--- config.mk ---
export PLATFORM = sky130hd
export DESIGN_NAME = batch_key_group_table_flat
export DESIGN_NICKNAME = d
export VERILOG_FILES = /design/src/design/bkg_pkg.sv /design/src/design/bkg_if.sv /design/src/design/batch_key_group_table.sv /design/src/design/bkg_mix.sv /design/src/design/bkg_table.sv /design/src/flat_wrapper.sv
export SDC_FILE = /design/constraint.sdc
export NUM_CORES = 2
export LEC_CHECK = 0
export BUFFER_PORTS_ARGS = -buffer_cell sky130_fd_sc_hd__buf_4
export CORE_MARGIN = 2
export CORE_UTILIZATION = 50
export CTS_BUF_LIST = sky130_fd_sc_hd__clkbuf_8
export DETAILED_ROUTE_END_ITERATION = 10
export PLACE_DENSITY = 0.67
export SLEW_MARGIN = 20
export SYNTH_ARGS = -nofsm -noshare
export SYNTH_HDL_FRONTEND = slang
export SYNTH_HIERARCHICAL = 1
export SYNTH_SLANG_ARGS = --single-unit
--- constraint.sdc ---
create_clock -name clk -period 7.6 [get_ports clk]
set_clock_uncertainty 0.15 [all_clocks]
set_input_delay 1.14 -clock clk [delete_from_list [all_inputs] [get_ports clk]]
set_output_delay 1.14 -clock clk [all_outputs]
set_load 0.1 [all_outputs]
--- src/design/bkg_pkg.sv ---
// Package for the batch key group table.
// Holds table sizing, the key mixing constants and the types passed between stages.
// No dependencies.
package bkg_pkg;

    localparam int MAX_BATCHES = 16;
    localparam int IDX_W       = (MAX_BATCHES > 1) ? $clog2(MAX_BATCHES) : 1;
    localparam int CNT_W       = $clog2(MAX_BATCHES + 1);

    localparam logic [63:0] MIX_MUL    = 64'h9E37_79B9_7F4A_7C15;
    localparam logic [63:0] MIX_ADD_P1 = 64'hBF58_476D_1CE4_E5BA;

    typedef struct packed {
        logic        start;
        logic        skip;
        logic [63:0] key;
    } bkg_mixed_t;

    typedef struct packed {
        logic [3:0]  batch_index;
        logic        new_batch;
        logic        skipped;
        logic        table_full;
        logic [63:0] batch_key;
    } bkg_result_t;

endpackage

--- src/design/bkg_if.sv ---
// Request and result channels of the batch key group table.
// Valid/ready handshake; no dependencies.
interface bkg_item_if;
    logic               valid;
    logic               ready;
    logic               start_req;
    logic        [63:0] geometry_key;
    logic signed [31:0] section_index;

    modport source (output valid, output start_req, output geometry_key,
                    output section_index, input ready);
    modport sink   (input valid, input start_req, input geometry_key,
                    input section_index, output ready);
endinterface

interface bkg_result_if;
    logic        valid;
    logic        ready;
    logic [3:0]  batch_index;
    logic        new_batch;
    logic        skipped;
    logic        table_full;
    logic [63:0] batch_key;

    modport source (output valid, output batch_index, output new_batch, output skipped,
                    output table_full, output batch_key, input ready);
    modport sink   (input valid, input batch_index, input new_batch, input skipped,
                    input table_full, input batch_key, output ready);
endinterface

--- src/design/batch_key_group_table.sv ---
// Top level of the batch key group table.
// Depends on bkg_pkg, bkg_if, bkg_mix and bkg_table.
//
// Usage:
//   item   - request channel: start_req, geometry_key, section_index.
//   result - one result per request: batch_index, new_batch, skipped,
//            table_full, batch_key.
//   A request mixes geometry_key and section_index into a 64-bit batch key
//   and looks it up among up to MAX_BATCHES stored keys; a miss appends the
//   key, or reports table_full when no entry is free. A zero geometry_key is
//   passed through as skipped. start_req empties the table first.
//   Path: multiply, product sum and mix registers, then the result register.
//   Throughput: one request per cycle while results are taken, set by the
//   split 32-bit multiply stage, mix stage and combinational parallel compare.
//   Reset empties the pipeline and the table; no clearing pass is needed.
//   When the receiver stalls, requests fill the pipeline stages and the
//   result register, then item.ready drops until results are taken.
module batch_key_group_table
    import bkg_pkg::*;
(
    input  logic          clk,
    input  logic          rst_n,
    bkg_item_if.sink      item,
    bkg_result_if.source  result
);

    logic       mixed_valid;
    logic       down_ready;
    bkg_mixed_t mixed;

    bkg_mix u_mix (
        .clk         (clk),
        .rst_n       (rst_n),
        .item        (item),
        .down_ready  (down_ready),
        .mixed_valid (mixed_valid),
        .mixed       (mixed)
    );

    bkg_table u_table (
        .clk         (clk),
        .rst_n       (rst_n),
        .mixed_valid (mixed_valid),
        .mixed       (mixed),
        .down_ready  (down_ready),
        .result      (result)
    );

endmodule

--- src/design/bkg_mix.sv ---
// Three-stage key mixing pipeline: split multiply, product sum, shift-add-xor mix.
// Depends on bkg_pkg and bkg_item_if.
module bkg_mix
    import bkg_pkg::*;
(
    input  logic              clk,
    input  logic              rst_n,
    bkg_item_if.sink          item,
    input  logic              down_ready,
    output logic              mixed_valid,
    output bkg_mixed_t        mixed
);

    logic        v1_reg, v2_reg, v3_reg;
    logic        v1_next, v2_next, v3_next;
    logic        rdy1, rdy2, rdy3;

    logic [63:0] p00_reg, p00_next;
    logic [31:0] x0_reg, x0_next;
    logic [31:0] x1_reg, x1_next;
    logic [63:0] sa1_reg, sa1_next;
    logic        start1_reg, skip1_reg, skip1_next;

    logic [63:0] h_reg, h_next;
    logic [63:0] sa2_reg;
    logic        start2_reg, skip2_reg;

    logic [63:0] key_reg, key_next;
    logic        start3_reg, skip3_reg;

    logic [31:0] a0, a1;

    always_comb
    begin
        rdy3 = !v3_reg || down_ready;
        rdy2 = !v2_reg || rdy3;
        rdy1 = !v1_reg || rdy2;
        item.ready = rdy1;

        v1_next = rdy1 ? item.valid : v1_reg;
        v2_next = rdy2 ? v1_reg : v2_reg;
        v3_next = rdy3 ? v2_reg : v3_reg;

        a0 = item.geometry_key[31:0];
        a1 = item.geometry_key[63:32];
        p00_next   = a0 * MIX_MUL[31:0];
        x0_next    = a0 * MIX_MUL[63:32];
        x1_next    = a1 * MIX_MUL[31:0];
        sa1_next   = {{32{item.section_index[31]}}, item.section_index} + MIX_ADD_P1;
        skip1_next = (item.geometry_key == 64'd0);

        h_next   = p00_reg + {x0_reg + x1_reg, 32'd0};
        key_next = h_reg ^ (sa2_reg + (h_reg << 6) + (h_reg >> 2));
    end

    always_ff @(posedge clk or negedge rst_n)
    begin
        if (!rst_n)
        begin
            v1_reg <= 1'b0;
            v2_reg <= 1'b0;
            v3_reg <= 1'b0;
        end
        else
        begin
            v1_reg <= v1_next;
            v2_reg <= v2_next;
            v3_reg <= v3_next;
        end
    end

    always_ff @(posedge clk)
    begin
        if (rdy1 && item.valid)
        begin
            p00_reg    <= p00_next;
            x0_reg     <= x0_next;
            x1_reg     <= x1_next;
            sa1_reg    <= sa1_next;
            start1_reg <= item.start_req;
            skip1_reg  <= skip1_next;
        end
        if (rdy2 && v1_reg)
        begin
            h_reg      <= h_next;
            sa2_reg    <= sa1_reg;
            start2_reg <= start1_reg;
            skip2_reg  <= skip1_reg;
        end
        if (rdy3 && v2_reg)
        begin
            key_reg    <= key_next;
            start3_reg <= start2_reg;
            skip3_reg  <= skip2_reg;
        end
    end

    assign mixed_valid = v3_reg;
    assign mixed.start = start3_reg;
    assign mixed.skip  = skip3_reg;
    assign mixed.key   = key_reg;

endmodule

--- src/design/bkg_table.sv ---
// Key table: parallel compare against stored keys, append on miss while not full, result register.
// Depends on bkg_pkg and bkg_result_if.
module bkg_table
    import bkg_pkg::*;
(
    input  logic              clk,
    input  logic              rst_n,
    input  logic              mixed_valid,
    input  bkg_mixed_t        mixed,
    output logic              down_ready,
    bkg_result_if.source      result
);

    logic [63:0]           key_mem [MAX_BATCHES];
    logic [CNT_W-1:0]      count_reg, count_next;
    logic [CNT_W-1:0]      cnt_eff;
    logic [MAX_BATCHES-1:0] hit_vec;
    logic                  hit_any;
    logic [IDX_W-1:0]      hit_idx;
    logic                  full;
    logic                  store;
    logic                  load_en;

    logic                  out_valid_reg, out_valid_next;
    bkg_result_t           res_reg, res_next;

    always_comb
    begin
        down_ready = !out_valid_reg || result.ready;
        load_en    = mixed_valid && down_ready;

        cnt_eff = mixed.start ? '0 : count_reg;
        for (int i = 0; i < MAX_BATCHES; i++)
        begin
            hit_vec[i] = (CNT_W'(i) < cnt_eff) && (key_mem[i] == mixed.key);
        end
        hit_any = |hit_vec;
        hit_idx = '0;
        for (int i = MAX_BATCHES - 1; i >= 0; i--)
        begin
            if (hit_vec[i])
            begin
                hit_idx = IDX_W'(i);
            end
        end

        full  = (cnt_eff == CNT_W'(MAX_BATCHES));
        store = !mixed.skip && !hit_any && !full;

        count_next = count_reg;
        if (load_en)
        begin
            count_next = store ? cnt_eff + CNT_W'(1) : cnt_eff;
        end

        res_next = '0;
        priority if (mixed.skip)
        begin
            res_next.skipped = 1'b1;
        end
        else if (hit_any)
        begin
            res_next.batch_index = 4'(hit_idx);
            res_next.batch_key   = mixed.key;
        end
        else if (!full)
        begin
            res_next.batch_index = 4'(cnt_eff[IDX_W-1:0]);
            res_next.new_batch   = 1'b1;
            res_next.batch_key   = mixed.key;
        end
        else
        begin
            res_next.table_full = 1'b1;
            res_next.batch_key  = mixed.key;
        end

        out_valid_next = load_en ? 1'b1 : (result.ready ? 1'b0 : out_valid_reg);
    end

    always_ff @(posedge clk or negedge rst_n)
    begin
        if (!rst_n)
        begin
            count_reg     <= '0;
            out_valid_reg <= 1'b0;
        end
        else
        begin
            count_reg     <= count_next;
            out_valid_reg <= out_valid_next;
        end
    end

    always_ff @(posedge clk)
    begin
        if (load_en)
        begin
            res_reg <= res_next;
        end
        if (load_en && store)
        begin
            key_mem[cnt_eff[IDX_W-1:0]] <= mixed.key;
        end
    end

    assign result.valid       = out_valid_reg;
    assign result.batch_index = res_reg.batch_index;
    assign result.new_batch   = res_reg.new_batch;
    assign result.skipped     = res_reg.skipped;
    assign result.table_full  = res_reg.table_full;
    assign result.batch_key   = res_reg.batch_key;

    a_count_bound: assert property (@(posedge clk) disable iff (!rst_n)
        count_reg <= CNT_W'(MAX_BATCHES))
        else $error("batch count beyond table depth");

    a_append_counts: assert property (@(posedge clk) disable iff (!rst_n)
        load_en && store |=> count_reg != '0)
        else $error("append left the table empty");

    a_skip_clean: assert property (@(posedge clk) disable iff (!rst_n)
        out_valid_reg && res_reg.skipped |->
            !res_reg.new_batch && !res_reg.table_full && res_reg.batch_key == 64'd0)
        else $error("skipped result carries data");

    a_hit_in_range: assert property (@(posedge clk) disable iff (!rst_n)
        mixed_valid && hit_any |-> CNT_W'(hit_idx) < cnt_eff)
        else $error("hit on an entry beyond the fill count");

endmodule

--- src/flat_wrapper.sv ---
// flat-port wrapper written by rule: the top's interface ports become plain ports
module batch_key_group_table_flat import bkg_pkg::*;
  (clk, rst_n, item_valid, item_start_req, item_geometry_key, item_section_index, item_ready, result_valid, result_batch_index, result_new_batch, result_skipped, result_table_full, result_batch_key, result_ready);
  bkg_item_if item_i ();
  bkg_result_if result_i ();
  input  logic clk;
  input  logic rst_n;
  input wire logic [$bits(item_i.valid)-1:0] item_valid;
  input wire logic [$bits(item_i.start_req)-1:0] item_start_req;
  input wire logic [$bits(item_i.geometry_key)-1:0] item_geometry_key;
  input wire logic [$bits(item_i.section_index)-1:0] item_section_index;
  output wire logic [$bits(item_i.ready)-1:0] item_ready;
  output wire logic [$bits(result_i.valid)-1:0] result_valid;
  output wire logic [$bits(result_i.batch_index)-1:0] result_batch_index;
  output wire logic [$bits(result_i.new_batch)-1:0] result_new_batch;
  output wire logic [$bits(result_i.skipped)-1:0] result_skipped;
  output wire logic [$bits(result_i.table_full)-1:0] result_table_full;
  output wire logic [$bits(result_i.batch_key)-1:0] result_batch_key;
  input wire logic [$bits(result_i.ready)-1:0] result_ready;
  assign item_i.valid = item_valid;
  assign item_i.start_req = item_start_req;
  assign item_i.geometry_key = item_geometry_key;
  assign item_i.section_index = item_section_index;
  assign item_ready = item_i.ready;
  assign result_valid = result_i.valid;
  assign result_batch_index = result_i.batch_index;
  assign result_new_batch = result_i.new_batch;
  assign result_skipped = result_i.skipped;
  assign result_table_full = result_i.table_full;
  assign result_batch_key = result_i.batch_key;
  assign result_i.ready = result_ready;
  batch_key_group_table u_core (.clk(clk), .rst_n(rst_n), .item(item_i), .result(result_i));
endmodule
# Word-level counts from Yosys, hierarchy flattened
# Memories as Yosys holds them, arrays and structs flattened.
# Index checks and enable logic that the tools add are counted.
# classes
n_addsub	6
multipliers	3
magnitude_cmp	16
eq_ne	17
muxes	26
n_bitwise	1
reduce_logical	38
# ops
operator	count
64-bit equality test	16
4-bit two-way mux	17
63-bit by 64-bit adder with 64-bit output	1
64-bit by 62-bit adder with 64-bit output	1
64-bit adder	1
64-bit adder (second input constant)	1
64-bit zero test	1
64-bit bitwise XOR	1
32-bit by 31-bit multiplier with 63-bit output (second input constant)	1
4-bit by 5-bit less-than comparator with 1-bit output (first input constant)	8
32-bit adder	1
32-bit by 31-bit multiplier with 32-bit output (second input constant)	1
32-bit by 32-bit multiplier with 32-bit output (second input constant)	1
1-bit logical AND	23
3-bit by 5-bit less-than comparator with 1-bit output (first input constant)	4
17-bit OR reduction	1
16-bit OR reduction	1
5-bit two-way mux	3
1-bit by 5-bit less-than comparator with 1-bit output (first input constant)	2
2-bit by 5-bit less-than comparator with 1-bit output (first input constant)	2
1-bit zero test	7
1-bit two-way mux	6
5-bit by 1-bit adder with 5-bit output (second input constant)	1
5-bit equality test (second input constant)	1
other kinds (2)	5
# word_totals
ff_bits	469
mem_bits_rw	1024
mem_count	1
# mem_list
memory	words	width	rd	rd_ports_with_merged_regs	write_ports	line_no	source
u_core.u_table.key_mem	16	64	16	0	1	bkg_table.sv:14	logic [63:0] key_mem [MAX_BATCHES];

# Depth between registers and ports, before layout
# depth
ltp_word	20
depth_mapped	28

# Cells and area by module
# The synthesis kept the hierarchy.
# by_module_without_submodules
module	n_inst	cells_per_inst	area_each_um2
bkg_mix	1	4690	50927.6
bkg_table	1	2861	46244.4

# Least setup slack after synthesis
# No wires, ideal clock.
# synth_path
path_kind	input to register
start	in result_ready
end	mem u_core.u_table.key_mem[7][0] (enable)
arrival_ns	7.218
t_required_ns	6.885
path_slack_ns	-0.333
cell_stages	5
n_path_buf	0
path_cell_list	nand2b_1 -> nand2_1 -> clkinv_1 -> nand2_1 -> nor3_1
# synth_via
elab_chain_cells	5
# synth_rtl
item	line_no	source
from (decl)	flat_wrapper.sv:19	input wire logic [$bits(result_i.ready)-1:0] result_ready;
1-bit logical OR	bkg_table.sv:29	down_ready = !out_valid_reg || result.ready;
1-bit logical AND	bkg_table.sv:30	load_en = mixed_valid && down_ready;
net u_core.u_table.load_en	bkg_table.sv:22	logic load_en;
1-bit logical AND	bkg_table.sv:101	if (load_en && store)
1-bit two-way mux	bkg_table.sv:101	
1-bit two-way mux (implied by the code)	bkg_table.sv:103	key_mem[cnt_eff[IDX_W-1:0]] <= mixed.key;
to (decl)	bkg_table.sv:14	
# The timed path passes the listed nets, and every way through them passes these cells.

# Worst setup path in the final report
# layout_path
start	in item_geometry_key[4]
end	reg u_core.u_mix.p00_reg[53], data pin
# layout_via
elab_chain_cells	1
# layout_rtl
item	line_no	source
from (decl)	flat_wrapper.sv:10	input wire logic [$bits(item_i.geometry_key)-1:0] item_geometry_key;
32-bit by 31-bit multiplier with 63-bit output	bkg_mix.sv:46	p00_next = a0 * MIX_MUL[31:0];
net u_core.u_mix.p00_next[53]	bkg_mix.sv:18	logic [63:0] p00_reg, p00_next;
to (signal assigned)	bkg_mix.sv:76	p00_reg <= p00_next;
to (decl)	bkg_mix.sv:18	
# The timed path passes the listed nets, and every way through them passes these cells.
# A chain may end at the register's enable or synchronous reset.

==> results by stage <==
Place:
- The congestion estimate from routability-driven global placement came to 0.9846.
- The count of buffers from port buffering is 173.
- The HPWL after detailed placement is approximately 230 mm.

Yosys:
- The share of the Yosys chip area taken by registers is 0.4411.
- Each instance of the synthesized netlist takes up on average 12.87 um^2.
- The post-synthesis cell count is 7,551.
- The yosys synthesis warning count is 6.
- The count of distinct cell types in the synthesized netlist is 91.
- When the netlist entered floorplanning its net count stood at 9,311.
- The share of flip-flops with an asynchronous set or reset is 0.006298.
- The synthesized flop and latch total is 1,429.
- The netlist area before placement is 0.09717 mm^2.
- Counting flops with a built-in enable in the synthesized netlist gives ~1,400.
- The most common flop cell mapped by yosys is sky130_fd_sc_hd__edfxtp_1.

STA:
- The final period utilization is 0.9687.
- The number of pins exceeding their max-slew limit in the final report is 0.
- For the pin with the worst max-slew slack, the measured transition is about 1.2 ns.
- Setup violations remaining at the end of the flow were counted as 0.
- The upper clock frequency limit is 0.1358 GHz.
- Setup repair after global routing left no endpoint under its margin.
- The number of hold violations in the final report is 0.
- Headroom to the max-slew limit came out at 0.2015.
- The clock period could shrink to approximately 7.4 ns.

GRT:
- Entering global routing, the biggest net connects between 100 and 150 pins.
- The via count of the first global-routing pass is 62,620.
- The total global routing track utilization is 0.2966.
- The initial antenna violation count is 6.
- The first-pass GRT wire length is 423.4 mm.
- The total congestion overflow is 0.

Hold path:
- Along the worst hold path, the cell count comes to 1.
- The end of the worst hold path is u_core/u_mix/start1_reg.
- The worst hold path belongs to the class in -> reg.
- In this run the most critical hold path is launched from item_start_req.

Route:
- The number of routed nets with antenna violations is 0.
- The initial detailed-routing violation count is 4,739.
- The detail-routed via count per cell is 5.468.
- The routed length per instance is 26.13 um.
- In the routed design, unresolved DRC markers number 0.
- For this run, the detailed router's first-pass iteration total came to 6.
- The routed design has 291.6 mm of wire.
- The final route contains 61,020 vias.

CTS:
- The root buffer cell chosen for the clock tree is sky130_fd_sc_hd__clkbuf_8.
- Counting every sink on the clock net gives 1,429.
- The clock latency of the later-clocked register in the worst-skew pair is 1.01 ns.
- The CTS tree is done.
- The number of buffers inserted to repair setup after CTS is 0.
- The number of buffers on the longest clock path is 3.
- The number of clock buffers added by TritonCTS is about 230.
- The clock transition time at the flip-flop clock pins of the worst setup and hold paths is roughly 0.060 ns.
- The clock tree synthesis step divided the H-tree into 4 levels.

Setup path:
- For the worst setup path, the data required time is approximately 8 ns.
- The worst setup path is captured at a flop.
- The critical path class is in -> reg.
- The capture point of the worst reg-to-reg path is u_core/u_mix/h_reg[63].
- The beginning of the worst register-to-register path is u_core/u_mix/x0_reg[0].
- For the worst flop-to-flop path, the logic depth is 21.
- The slack of the worst reg-to-reg path is 1.43 ns.
- The critical path arrival is 7.91 ns.
- The maximum net fanout on the critical path is 4.
- The element type at the critical path start is an input port.

Die:
- The starting density of the core is 0.5041.
- The row count is 161.
- 174 I/O pins were placed.
- The area of the core is ~0.19 mm^2.
- The chip width is 444.8 um.
- The die covers 0.1979 mm^2.
- The die height is between 400 and 500 um.

Final layout:
- After filler insertion, the fill cell instance count of the layout stands at 15,970.
- At the end of the flow the core is filled with cells to 0.5727.
- The flip-flop count of the largest register, all copies and words added is 1,024.
- The area overhead of the layout relative to synthesis is 13.62%.
- The net count reported at finish is 10,200.
- The ratio of cells with drive above 1 in the final layout is 0.1371.

Run status:
- The run finished with clean final reports.

Flow run:
- Max-cap violations in this run came to 0.
## kinds of logic after synthesis
group	synth area share
adders and majority gates	0.2747
buffers and inverters	0.05508
AOI/OAI and AO/OA	0.04915
DFF	0.4411
and+or+nand+nor	0.05552
xor gates and xnor gates	0.1244
## synthesized netlist by cell type (all sizes together) (31+ instances only)
cell,number,area [um^2]
nor4,176,1114
edfxtp,1420,42640
o21bai,39,292.8
clkbuf,31,116.4
nand3,63,315.3
a21o,125,938.4
inv,1204,4519
buf,138,713.2
nor2b,86,538.0
nand4,158,988.5
nand2,140,525.5
o21ai,124,628.1
xnor2,659,5772
nor3,65,325.3
fa,791,15840
a21oi,206,1042
xor2,721,6315
ha,868,10860
nand2b,53,331.6
o21a,37,279.0
nor2,157,589.3
and3,31,198.9
## layer usage
metal / up-vias / part of all wire / GRT usage
li1: 27520 / - / -
met1: 31010 / 0.40 / 0.3721
met2: 2034 / 0.50 / 0.5153
met3: 459 / 0.053 / 0.04074
met4: 2 / 0.048 / 0.1237
met5: - / 0.000031 / 0
## through the flow
stage | hold slack [ns] | cell area [um^2] | setup slack, ns | instances | TNS, ns
final | 0.1894 | 110400 | 0.2382 | 11160 | 0
after global routing | 0.1173 | 110400 | 0.01381 | 11160 | 0
after CTS | 0.09508 | 110400 | 0.3208 | 11150 | 0
after detailed placement | 0.2545 | 106100 | -0.7084 | 10740 | -20.02
after global placement | 0.2537 | 106100 | -0.7347 | 10740 | -19.00
after floorplan | 0.2503 | 97180 | -0.3327 | 7551 | -204.00
## cell type report
type                       instances  area [um^2]  share of cell area
multi-input combinational       4748        49080              0.4445
sequential                      1429        42870              0.3883
timing repair buffer             830         6466             0.05857
inverter                        1205         4528             0.04101
clock buffer                     235         3234             0.02929
tap                             2526         3161             0.02863
clock inverter                   176         1049            0.009497
antenna                           11        27.53           0.0002493
## worst max-delay path, cell delays in order
cell	delay, ns
sky130_fd_sc_hd__buf_4	0.11
sky130_fd_sc_hd__clkinvlp_4	0.15
sky130_fd_sc_hd__fa_1	0.59
sky130_fd_sc_hd__inv_1	0.11
sky130_fd_sc_hd__fa_1	0.42
sky130_fd_sc_hd__fa_1	0.55
sky130_fd_sc_hd__fa_1	0.44
sky130_fd_sc_hd__fa_1	0.48
sky130_fd_sc_hd__fa_1	0.41
sky130_fd_sc_hd__fa_1	0.55
sky130_fd_sc_hd__inv_1	0.07
sky130_fd_sc_hd__fa_1	0.59
sky130_fd_sc_hd__inv_1	0.07
sky130_fd_sc_hd__ha_1	0.31
sky130_fd_sc_hd__a21o_1	0.19
sky130_fd_sc_hd__a21o_1	0.17
sky130_fd_sc_hd__a21o_1	0.17
sky130_fd_sc_hd__a21o_1	0.17
sky130_fd_sc_hd__a21oi_1	0.21
sky130_fd_sc_hd__o21a_1	0.18
sky130_fd_sc_hd__o31ai_2	0.10
sky130_fd_sc_hd__a21bo_2	0.25
sky130_fd_sc_hd__a31o_2	0.23
sky130_fd_sc_hd__a21oi_1	0.16
sky130_fd_sc_hd__xnor2_1	0.08
## repair_timing
item	4_1_cts	5_1_grt
hold buffers	1	0
resized for setup	0	3
endpoints found under the hold margin	9	0
endpoints found under the setup margin	0	2
## how the worst max path moves through the flow
stage,startpoint,to,slack [ns]
final,item_geometry_key[4],u_core/u_mix/p00_reg[53],0.24
after global routing,item_geometry_key[4],u_core/u_mix/p00_reg[61],0.01
after CTS,item_geometry_key[4],u_core/u_mix/p00_reg[61],0.32
after detailed placement,item_geometry_key[4],u_core/u_mix/p00_reg[61],-0.71
after global placement,item_geometry_key[4],u_core/u_mix/p00_reg[61],-0.73
after floorplan,result_ready,u_core/u_table/key_mem[7][0],-0.33
## cells in the final DEF (no fill, tap or decap), types with 50 or more instances in the layout
master | Yosys | routed
sky130_fd_sc_hd__o21ai_0 | 113 | 113
sky130_fd_sc_hd__a21o_1 | 125 | 125
sky130_fd_sc_hd__nor4_1 | 174 | 174
sky130_fd_sc_hd__nor3_1 | 65 | 53
sky130_fd_sc_hd__ha_1 | 868 | 868
sky130_fd_sc_hd__nand3_1 | 63 | 63
sky130_fd_sc_hd__buf_4 | 5 | 810
sky130_fd_sc_hd__edfxtp_1 | 1420 | 1420
sky130_fd_sc_hd__nand2_1 | 140 | 140
sky130_fd_sc_hd__clkbuf_8 | 0 | 235
sky130_fd_sc_hd__fa_1 | 791 | 791
sky130_fd_sc_hd__nor2_1 | 157 | 153
sky130_fd_sc_hd__nor2b_1 | 86 | 86
sky130_fd_sc_hd__clkinv_1 | 1 | 50
sky130_fd_sc_hd__nand2b_1 | 53 | 53
sky130_fd_sc_hd__inv_1 | 1204 | 1283
sky130_fd_sc_hd__xnor2_1 | 659 | 659
sky130_fd_sc_hd__a21oi_1 | 203 | 203
sky130_fd_sc_hd__nand4_1 | 158 | 158
sky130_fd_sc_hd__xor2_1 | 721 | 721
Power is left out: the tool's default activity adds up to more than one toggle a clock period on the data nets, which glitch-free logic cannot reach.
